`config.mk`:
```
export PLATFORM = sky130hd
export DESIGN_NAME = mtfe_cell
export DESIGN_NICKNAME = d
export VERILOG_FILES = /design/src/hw/rtl/mtfe_pkg.sv /design/src/hw/rtl/mtfe_cell.sv
export SDC_FILE = /design/constraint.sdc
export NUM_CORES = 1
export LEC_CHECK = 0
export BUFFER_PORTS_ARGS = -buffer_cell sky130_fd_sc_hd__buf_2
export CORE_ASPECT_RATIO = 1.2
export CORE_UTILIZATION = 53
export CTS_BUF_LIST = sky130_fd_sc_hd__clkbuf_8
export DETAILED_ROUTE_END_ITERATION = 8
export GPL_ROUTABILITY_DRIVEN = 1
export PLACE_DENSITY = 0.87
export REMOVE_ABC_BUFFERS = 1
export SLEW_MARGIN = 30
export SYNTH_ARGS = -nofsm -noshare
export SYNTH_HDL_FRONTEND = slang
export SYNTH_SLANG_ARGS = --single-unit
```
`constraint.sdc`:
```
create_clock -name clk -period 2.9 [get_ports clk]
set_input_delay 0.435 -clock clk [delete_from_list [all_inputs] [get_ports clk]]
set_output_delay 0.435 -clock clk [all_outputs]
set_load 0.05 [all_outputs]
```
`src/hw/rtl/mtfe_pkg.sv`:
```
// Shared types and constants for the move-to-front encoder.
// Used by mtfe_cell, mtfe_out and move_to_front_encoder; no dependencies.
`timescale 1ns / 1ps

package mtfe_pkg;

    localparam int SYM_W  = 8;
    localparam int COST_W = 40;

    localparam logic [COST_W-1:0] COST_MAX = {COST_W{1'b1}};

    // Rank reported for a symbol that lies outside the alphabet
    localparam logic [SYM_W-1:0] RANK_OOB = {SYM_W{1'b1}};

    // Item as it travels down the cell chain
    typedef struct packed {
        logic [SYM_W-1:0] symbol;
        logic             last;
        logic             found;
        logic [SYM_W-1:0] rank;
        logic [SYM_W-1:0] carry;
    } mtfe_token_t;

endpackage

```
`src/hw/rtl/mtfe_cell.sv`:
```
// One cell of the move-to-front chain: holds one entry of the symbol order.
// Depends on mtfe_pkg for the token type.
`timescale 1ns / 1ps

module mtfe_cell #(
    parameter logic [mtfe_pkg::SYM_W-1:0] INDEX = '0
) (
    input  logic                clk,
    input  logic                rst_n,
    input  logic                advance,
    input  logic                up_valid,
    input  mtfe_pkg::mtfe_token_t up_tok,
    output logic                dn_valid,
    output mtfe_pkg::mtfe_token_t dn_tok
);

    import mtfe_pkg::*;

    logic [SYM_W-1:0] value_reg;
    logic [SYM_W-1:0] value_next;
    logic             valid_reg;
    mtfe_token_t      tok_reg;
    mtfe_token_t      tok_next;

    // Shift the displaced symbol in until the match is found, then leave the entry alone
    always_comb
    begin
        tok_next   = up_tok;
        value_next = value_reg;
        if (!up_tok.found)
        begin
            value_next = up_tok.carry;
            if (value_reg == up_tok.symbol)
            begin
                tok_next.found = 1'b1;
                tok_next.rank  = INDEX;
            end
            else
            begin
                tok_next.carry = value_reg;
            end
        end
        // Restore identity order behind the last symbol of a block
        if (up_tok.last)
        begin
            value_next = INDEX;
        end
    end

    // Hold the order entry and the stage valid bit
    always_ff @(posedge clk or negedge rst_n)
    begin
        if (!rst_n)
        begin
            value_reg <= INDEX;
            valid_reg <= 1'b0;
        end
        else if (advance)
        begin
            valid_reg <= up_valid;
            if (up_valid)
            begin
                value_reg <= value_next;
            end
        end
    end

    // Advance the token payload
    always_ff @(posedge clk)
    begin
        if (advance)
        begin
            tok_reg <= tok_next;
        end
    end

    assign dn_valid = valid_reg;
    assign dn_tok   = tok_reg;

endmodule

```
==> results.sh <==
export IMPL_h_tree_depth=2
export IMPL_synth_edf_count=26
export IMPL_synth_largest_area_cell="edfxtp_1"
export IMPL_grt_pass1_wl_um=4430
export IMPL_ios=57
export IMPL_antenna_found_initial=0
export IMPL_cellLeakagePower_nw=0.856
export IMPL_timing_rr_end="dn_tok[2]"
export IMPL_drcViolationCount=0
export IMPL_syn_area_per_cell_um2=14.8
export IMPL_yosysSeqAreaShare_pct=71.8
export IMPL_endpoint_kind="flop"
export IMPL_clock_latency_ps=290
export IMPL_cp_data_required_time_ps=2940
export IMPL_wire_per_inst_um=14.3
export IMPL_ff2ff_setup_slack_ps=1110
export IMPL_cts_sinks=35
export IMPL_dr_pass1_iters=4
export IMPL_cts_buffers=5
export IMPL_clock_skew_ps=3.72
export IMPL_yosysWarnings=0
export IMPL_largest_reg_flops=26
export IMPL_fin_crit_ps=1790
export IMPL_outcome="finished, final reports clean"
export IMPL_synth_distinct_cells=16
export IMPL_min_path_type="in2reg"
export IMPL_synthArstFlopShare_pct=25.7
export IMPL_die_area_um2=2850
export IMPL_yosysTopAreaCellShare_pct=55.7
export IMPL_whs_ps=347
export IMPL_hold_depth=1
export IMPL_cp_cell_sequence="xor2_1 > nor4_2 > a31oi_4 > mux2_2"
export IMPL_grt_ovfl_total=0
export IMPL_antennaDiodeCount=0
export IMPL_root_buffer="clkbuf_8"
export IMPL_crit_slowest_cell="nor4_2"
export IMPL_vias_per_cell=5.00
export IMPL_cts_tree="built"
export IMPL_whs_endpoint="dn_tok[21]"
export IMPL_rsz0062_at_grt="no"
export IMPL_nets=190
export IMPL_min_delay_start="up_tok[21]"
export IMPL_r2r_start="value_reg[7]"
export IMPL_area_delta_synth_final_pct=29.9
export IMPL_rows=20
export IMPL_synth_area_leaders="edfxtp_1, dfrtp_1, mux2_2, xor2_1, nand2_1"
export IMPL_cts_path_max_buffers=2
export IMPL_fin_crit_sh_pct=61.6
export IMPL_synth_common_cells="edfxtp_1, nand2_1, dfrtp_1"
export IMPL_ant_nets=0
export IMPL_core_um2=2530
export IMPL_criticalPathCategory="reg2reg"
export IMPL_final_util_pct=72.0
export IMPL_maxCapViolations=0
export IMPL_post_cts_resized=0
export IMPL_grt_usage_pct=22.2
export IMPL_path_delay_family="simple AND/OR/NAND/NOR gates"
export IMPL_crit_buf_inv=0
export IMPL_synth_cells=95
export IMPL_synthFlopType="edfxtp_1"
export IMPL_setup_viol=0
export IMPL_cp_arrival_ps=1820
export IMPL_synth_seq_cells=35
export IMPL_start_util_pct=55.4
export IMPL_io_buffers=56
export IMPL_drt_iter0_drc=20
export IMPL_start_kind="flop"
export IMPL_max_freq_mhz=560
export IMPL_worst_path_max_fanout=9
export IMPL_reg2reg_depth=4
export IMPL_yosysMostFrequentCell="edfxtp_1"
export IMPL_slew_limit_headroom_pct=52.9
export IMPL_synth_area_um2=1400
export IMPL_gp_congestion=0.744
export IMPL_drive_above_1_share_pct=45.3
export IMPL_tightest_slew_ps=707
export IMPL_num_vias=970
export IMPL_routed_wl_um=2780
export IMPL_hold_viol=0
export IMPL_die_w_um=48.9
export IMPL_slew_violations=0
export IMPL_grt_max_degree=29
export IMPL_clkTransAtPathRegs_ps=60
export IMPL_grt_pass1_vias=964
export IMPL_finalSetupTns_ps=0
export IMPL_dp_hpwl_um=2030
export IMPL_dieHeight_um=58.3
export IMPL_peakVddDrop_mv=0.477
export IMPL_power_density_nw_per_um2=645
export IMPL_critical_path_max_stage_delay_ps=420
[how the worst max path moves through the flow]
stage / startpoint / end / slack (ps) / depth (start not counted)
floorplan: up_tok[25] / dn_tok[0] / 1200 / 4
global placement: up_tok[25] / dn_tok[6] / 1020 / 5
detailed placement: up_tok[25] / dn_tok[2] / 940 / 5
CTS: value_reg[7] / dn_tok[2] / 1110 / 4
global route: value_reg[7] / dn_tok[2] / 1060 / 4
finish: value_reg[7] / dn_tok[2] / 1110 / 4
[power by group]
| group | total (mW) | leakage [nW] | switching, mW | internal, mW |
|---|---|---|---|---|
| Combinational | 0.241 | 0.430 | 0.175 | 0.0664 |
| Clock | 0.324 | 0.0519 | 0.164 | 0.160 |
| Sequential | 0.610 | 0.374 | 0.0199 | 0.590 |
| Total | 1.17 | 0.856 | 0.359 | 0.816 |
[cells by family after synthesis]
family	after synthesis	synth area share, %
buffers and inverters	3	0.804
and+or+nand+nor	37	13.2
AOI/OAI and AO/OA	4	2.77
muxes	8	6.43
xor gates and xnor gates	8	5.00
DFF	35	71.8
[cell usage in the layout, fill, tap and decap left out, drive strengths merged]
cell type	instances
nand2	17
a21oi	1
o21ai	1
nor2b	8
a21o	1
edfxtp	26
nand3	8
a31oi	1
nor2	2
clkinv	1
dfrtp	9
mux2	8
buf	57
inv	5
and4b	1
dlygate4sd3	1
nor4	1
clkbuf	5
xor2	8
[layout make-up]
class	count	area, um2
Sequential cell	35	1010
Fill cell	201	707
Multi-Input combinational cell	57	384
Timing Repair Buffer	58	298
Clock buffer	5	68.8
Tap cell	33	41.3
Clock inverter	3	11.3
Inverter	3	11.3
[metal layers]
| metal | track usage [%] | vias up | wire [um] |
|---|---|---|---|
| met3 | 7.24 | 5 | 197 |
| met2 | 40.1 | 47 | 1470 |
| li1 | - | 469 | - |
| met1 | 24.4 | 449 | 1070 |
| met5 | 0 | - | 0 |
| met4 | 8.82 | 0 | 40 |
[timing repair]
action / 4_1_cts / 5_1_grt
hold buffers: 1 / 0
buffers inserted: 0 / 0
setup endpoints to repair: 0 / 0
hold endpoints to repair: 9 / 0
[per-stage QoR]
step | instances | worst slack [ps] | instance area (um2) | total power, mW
after floorplan | 95 | 1200 | 1400 | 0.785
after global placement | 185 | 1020 | 1730 | 0.852
after detailed placement | 185 | 938 | 1730 | 0.862
after CTS | 194 | 1110 | 1820 | 1.18
after global routing | 194 | 1060 | 1820 | 1.21
final | 194 | 1110 | 1820 | 1.17
Power figures use the tool's default switching activity.
