[src/hw/rtl/mtfe_pkg.sv]
// Shared types and constants for the move-to-front encoder.
// Used by mtfe_cell, mtfe_out and move_to_front_encoder; no dependencies.
`timescale 1ns / 1ps

package mtfe_pkg;

    localparam int SYM_W  = 8;
    localparam int COST_W = 40;

    localparam logic [COST_W-1:0] COST_MAX = {COST_W{1'b1}};

    // Rank reported for a symbol that lies outside the alphabet
    localparam logic [SYM_W-1:0] RANK_OOB = {SYM_W{1'b1}};

    // Item as it travels down the cell chain
    typedef struct packed {
        logic [SYM_W-1:0] symbol;
        logic             last;
        logic             found;
        logic [SYM_W-1:0] rank;
        logic [SYM_W-1:0] carry;
    } mtfe_token_t;

endpackage

[src/hw/rtl/mtfe_out.sv]
// Output stage of the move-to-front encoder: saturating cost total and result register.
// Depends on mtfe_pkg for the token type and the cost constants.
`timescale 1ns / 1ps

module mtfe_out (
    input  logic                         clk,
    input  logic                         rst_n,
    input  logic                         up_valid,
    input  mtfe_pkg::mtfe_token_t        up_tok,
    input  logic                         out_stall,
    output logic                         advance,
    output logic                         out_valid,
    output logic [mtfe_pkg::SYM_W-1:0]   rank,
    output logic [mtfe_pkg::COST_W-1:0]  total_cost
);

    import mtfe_pkg::*;

    logic              valid_reg;
    logic [SYM_W-1:0]  rank_reg;
    logic [COST_W-1:0] total_reg;
    logic [COST_W-1:0] cost_sum_reg;
    logic [COST_W-1:0] cost_sum_next;
    logic [COST_W-1:0] sum_sat;
    logic [SYM_W:0]    add;
    logic              load;

    // Move the chain whenever the result register is free or being taken
    assign advance = !valid_reg || !out_stall;
    assign load    = advance && up_valid;

    // Add rank plus one, clamp at the top
    always_comb
    begin
        add = {1'b0, up_tok.rank} + {{SYM_W{1'b0}}, 1'b1};
        if (cost_sum_reg > (COST_MAX - COST_W'(add)))
        begin
            sum_sat = COST_MAX;
        end
        else
        begin
            sum_sat = cost_sum_reg + COST_W'(add);
        end
        cost_sum_next = up_tok.last ? '0 : sum_sat;
    end

    // Hold control state: output valid and the running total
    always_ff @(posedge clk or negedge rst_n)
    begin
        if (!rst_n)
        begin
            valid_reg    <= 1'b0;
            cost_sum_reg <= '0;
        end
        else if (advance)
        begin
            valid_reg <= up_valid;
            if (up_valid)
            begin
                cost_sum_reg <= cost_sum_next;
            end
        end
    end

    // Capture the result payload
    always_ff @(posedge clk)
    begin
        if (load)
        begin
            rank_reg  <= up_tok.rank;
            total_reg <= sum_sat;
        end
    end

    assign out_valid  = valid_reg;
    assign rank       = rank_reg;
    assign total_cost = total_reg;

`ifndef SYNTHESIS
    // A block end clears the running total
    a_block_clear: assert property (@(posedge clk) disable iff (!rst_n)
        (load && up_tok.last) |=> (cost_sum_reg == '0))
        else $error("cost total not cleared after block end");

    // Reported total always covers the reported symbol's own cost
    a_total_covers_rank: assert property (@(posedge clk) disable iff (!rst_n)
        valid_reg |-> (total_reg >= (COST_W'(rank_reg) + COST_W'(1))))
        else $error("total cost below rank plus one");

    // Within a block the total never falls
    a_total_monotone: assert property (@(posedge clk) disable iff (!rst_n)
        (load && !up_tok.last) |=> (cost_sum_reg >= $past(cost_sum_reg)))
        else $error("cost total decreased within a block");

    // Stalled output leaves the running total alone
    a_stall_holds_sum: assert property (@(posedge clk) disable iff (!rst_n)
        !advance |=> $stable(cost_sum_reg))
        else $error("cost total changed while stalled");
`endif

endmodule
[config.mk]
export PLATFORM = sky130hd
export DESIGN_NAME = mtfe_out
export DESIGN_NICKNAME = d
export VERILOG_FILES = /design/src/hw/rtl/mtfe_pkg.sv /design/src/hw/rtl/mtfe_out.sv
export SDC_FILE = /design/constraint.sdc
export NUM_CORES = 1
export LEC_CHECK = 0
export ABC_AREA = 0
export BUFFER_PORTS_ARGS = -buffer_cell sky130_fd_sc_hd__buf_2
export CELL_PAD_IN_SITES_DETAIL_PLACEMENT = 1
export CELL_PAD_IN_SITES_GLOBAL_PLACEMENT = 2
export CORE_MARGIN = 3
export CORE_UTILIZATION = 38
export CTS_CLUSTER_DIAMETER = 80
export DETAILED_ROUTE_END_ITERATION = 6
export HOLD_SLACK_MARGIN = 0.05
export MAX_ROUTING_LAYER = met4
export PLACE_DENSITY = 0.94
export SLEW_MARGIN = 20
export SYNTH_ARGS = -nofsm -noshare
export SYNTH_HDL_FRONTEND = slang
export SYNTH_SLANG_ARGS = --single-unit
[constraint.sdc]
create_clock -name clk -period 5.05 [get_ports clk]
set_input_delay 0.2525 -clock clk [delete_from_list [all_inputs] [get_ports clk]]
set_output_delay 0.2525 -clock clk [all_outputs]
set_load 0.01 [all_outputs]
==> impl_metrics.toml <==
[outcome]
status = "finished clean"

[setup_path]
crit_required_ns = 5.08
cp_max_fo = 6
arrival_ns = 3.23
start_kind = "flip-flop"
worst_setup_path_end_kind = "flip-flop"
critPathKind = "reg -> reg"
reg2reg_from = "cost_sum_reg[0]"
critPathLaunch = "cost_sum_reg[0]"

[routing]
wirelength_um = 14000
wl_per_cell_um = 18.9
vias = 4235
dr.pass1.iters = 4
dr.first_iter.drc_count = 343
avgViaCountPerCell = 5.72
ant_nets = 0
drc = 0

[logic_synthesis]
ys_top_cells_by_count = "nand2_1 (69), edfxtp_1 (48), o21ai_0 (42)"
ys_top_cells_by_area = "edfxtp_1 (29%), dfrtp_1 (20%), nand2_1 (5.1%)"
yosysTopAreaCell = "edfxtp_1"
synth_cell_types = 52
synth-seq-area-share = 0.488
ys_ff_latch = 89
synth_flop_cell = "edfxtp_1"
synth.avg_cell_area_sq_um = 9.76
syn_inst = 518
synth_top_area_frac = 0.285
synth_edf_count = 48
syn-num-nets = 561
yosys_warnings = 0
synthMostInstantiatedCell = "nand2_1"
synth-async-reset-ratio = 0.461
syn_area_sq_um = 5060

[die]
floorplan.initialDensity = 0.394
ios = 80
fp.dieW_um = 121
die_h_um = 121
dieArea_sq_um = 14700
std_cell_rows = 41
coreArea_sq_um = 12800

[grt]
grt_max_degree = 103
grt_pass1_vias = 4397
grt_pass1_wl_um = 23000
grtUsageTotal = 0.202
gr-total-overflow = 0
grt_antenna_before_repair = 0

[sta]
rsz0062_at_grt = "no"
slew_headroom = 0.462
hold-worst-slack_ns = 0.125
finalSetupTns_ns = 0
worstMarginPinSlew_ns = 0.807
slew_viol_final = 0
finalCriticalPeriod_ns = 3.20
post-route-period-util = 0.634
fin_skew_ns = 0.00629
setup_viol = 0
timing.fmax_mhz = 312
finalHoldViolCount = 0

[clocking]
clk_pin_slew_ns = 0.06
clock_path_buffers = 2
root_buffer = "clkbuf_16"
cts_tree = "built"
cts_setup_buffers = 0
numCtsBuffers = 9
htree_levels = 3
insertion_delay_ns = 0.34
cts_num_sinks = 89

[power]
clkPwrFrac = 0.315
p_int_uw = 1360
p_comb_frac = 0.233
p_sw_uw = 596
leakage_uw = 0.00236
p_seq_frac = 0.451
powerDensity_nw_per_um2 = 340
irDropWorstVdd_uv = 156
switching_share = 0.306

[finish]
antennaDiodeCount = 0
fill_cells = 1523
final_layout_size_suffix_gt1_frac = 0.173
area_growth_pct = 13.4
fin_nets = 608

[flow_run]
max-cap-violations = 0

[place]
io_buffers = 62
dp_hpwl_um = 9340
globalplace.congestion = 0.824

[worst_hold_path]
hp-start = "up_tok[15]"
hold_class = "in -> reg"
stage by stage:
stage	instance area (sq um)	setup WS, ns	std cells	utilization	power, uW
after detailed placement	5460	1.52	725	0.426	1340
after global placement	5460	1.52	725	0.425	1310
after CTS	5710	1.88	739	0.445	1960
after global routing	5740	1.67	740	0.447	2040
final	5740	1.85	740	0.447	1950
after floorplan	5060	1.96	518	-	1200
per-layer routing:
metal  track usage  wire length [um]  share of wire  vias up
met4        0.0623               157          0.011        0
li1              -                 -              -     1982
met5             -                 0              0        -
met1         0.262              6070           0.43     2149
met3        0.0312               630          0.045       11
met2         0.329              7140           0.51       93
cell families (layout without fill, tap and decap cells):
kind of cell / count (synthesis) / after routing / synth area share
AO/OA/AOI/OAI: 112 / 112 / 0.143
XOR/XNOR: 39 / 39 / 0.0676
adder cells (fa/ha/maj): 13 / 13 / 0.0337
buffers and inverters: 44 / 94 / 0.0406
flip-flops: 89 / 89 / 0.488
multiplexers: 1 / 1 / 0.00198
AND/OR/NAND/NOR: 220 / 220 / 0.226
power by group through the flow:
stage / combinational, uW / clock, uW / sequential [uW]
2_1_floorplan: 289 / 0 / 906
3_3_place_gp: 424 / 0 / 888
3_5_place_dp: 448 / 0 / 893
4_1_cts: 455 / 621 / 882
5_1_grt: 506 / 650 / 887
6_report: 456 / 616 / 881
critical path, cell delays in order (launching register included):
cell and delay (ns):
dfrtp_1 0.38, ha_1 0.21, inv_1 0.07, fa_1 0.38, nor2b_1 0.29, o2111a_1 0.28, o21ai_1 0.16, a211oi_1 0.73
and3_1 0.27, o21ai_0 0.12
placed cells by master, fill, tap and decap left out, types with 2 or more instances in the layout:
cell type | netlist | final
nor3_2 | 9 | 9
nor2_2 | 2 | 2
o2111ai_1 | 2 | 2
clkbuf_16 | 0 | 9
o21ai_0 | 42 | 42
or2_2 | 2 | 2
a22o_1 | 9 | 9
ha_1 | 12 | 12
a31oi_1 | 11 | 11
nand2_1 | 69 | 69
nand3_1 | 20 | 20
nor4_1 | 10 | 9
xnor2_1 | 24 | 24
clkinv_2 | 0 | 2
o21a_1 | 2 | 2
nand2b_1 | 4 | 4
nor2b_1 | 6 | 6
xor2_1 | 15 | 15
nor2_1 | 24 | 24
a211oi_1 | 5 | 5
nor3_1 | 35 | 35
buf_4 | 3 | 4
o211ai_1 | 4 | 4
buf_2 | 2 | 61
inv_1 | 13 | 12
nand4_1 | 13 | 13
edfxtp_1 | 48 | 48
dfrtp_1 | 41 | 41
a21oi_1 | 20 | 20
clkbuf_1 | 21 | 2
and3_1 | 17 | 17
a21o_1 | 4 | 4
and4_1 | 5 | 5
worst paths after layout:
check	end	slack, ns	cells after the start
worst min register to register	cost_sum_reg[2]	0.53	1
worst min-delay path	rank[7]	0.13	1
worst max-delay path	total_cost[26]	1.85	9
worst max register to register	total_cost[26]	1.85	9
max in group asynchronous	cost_sum_reg[7]	4.17	2
min in group asynchronous	cost_sum_reg[17]	0.46	2
layout make-up:
cell class	count	area [sq um]	share of cell area
clock buffers	12	246	0.0430
repair buffers	67	357	0.0622
multi-input cells	385	2390	0.417
well taps	172	215	0.0375
inverters	13	50.0	0.00873
flip-flops and latches	89	2470	0.430
clock inverters	2	8.76	0.00153
repair_timing:
item	in CTS	in global routing
hold buffers	0	1
gates resized for setup	0	0
setup endpoints to repair	0	0
endpoints found under the hold margin	0	41
No activity file was read; power rests on OpenSTA's default activity.
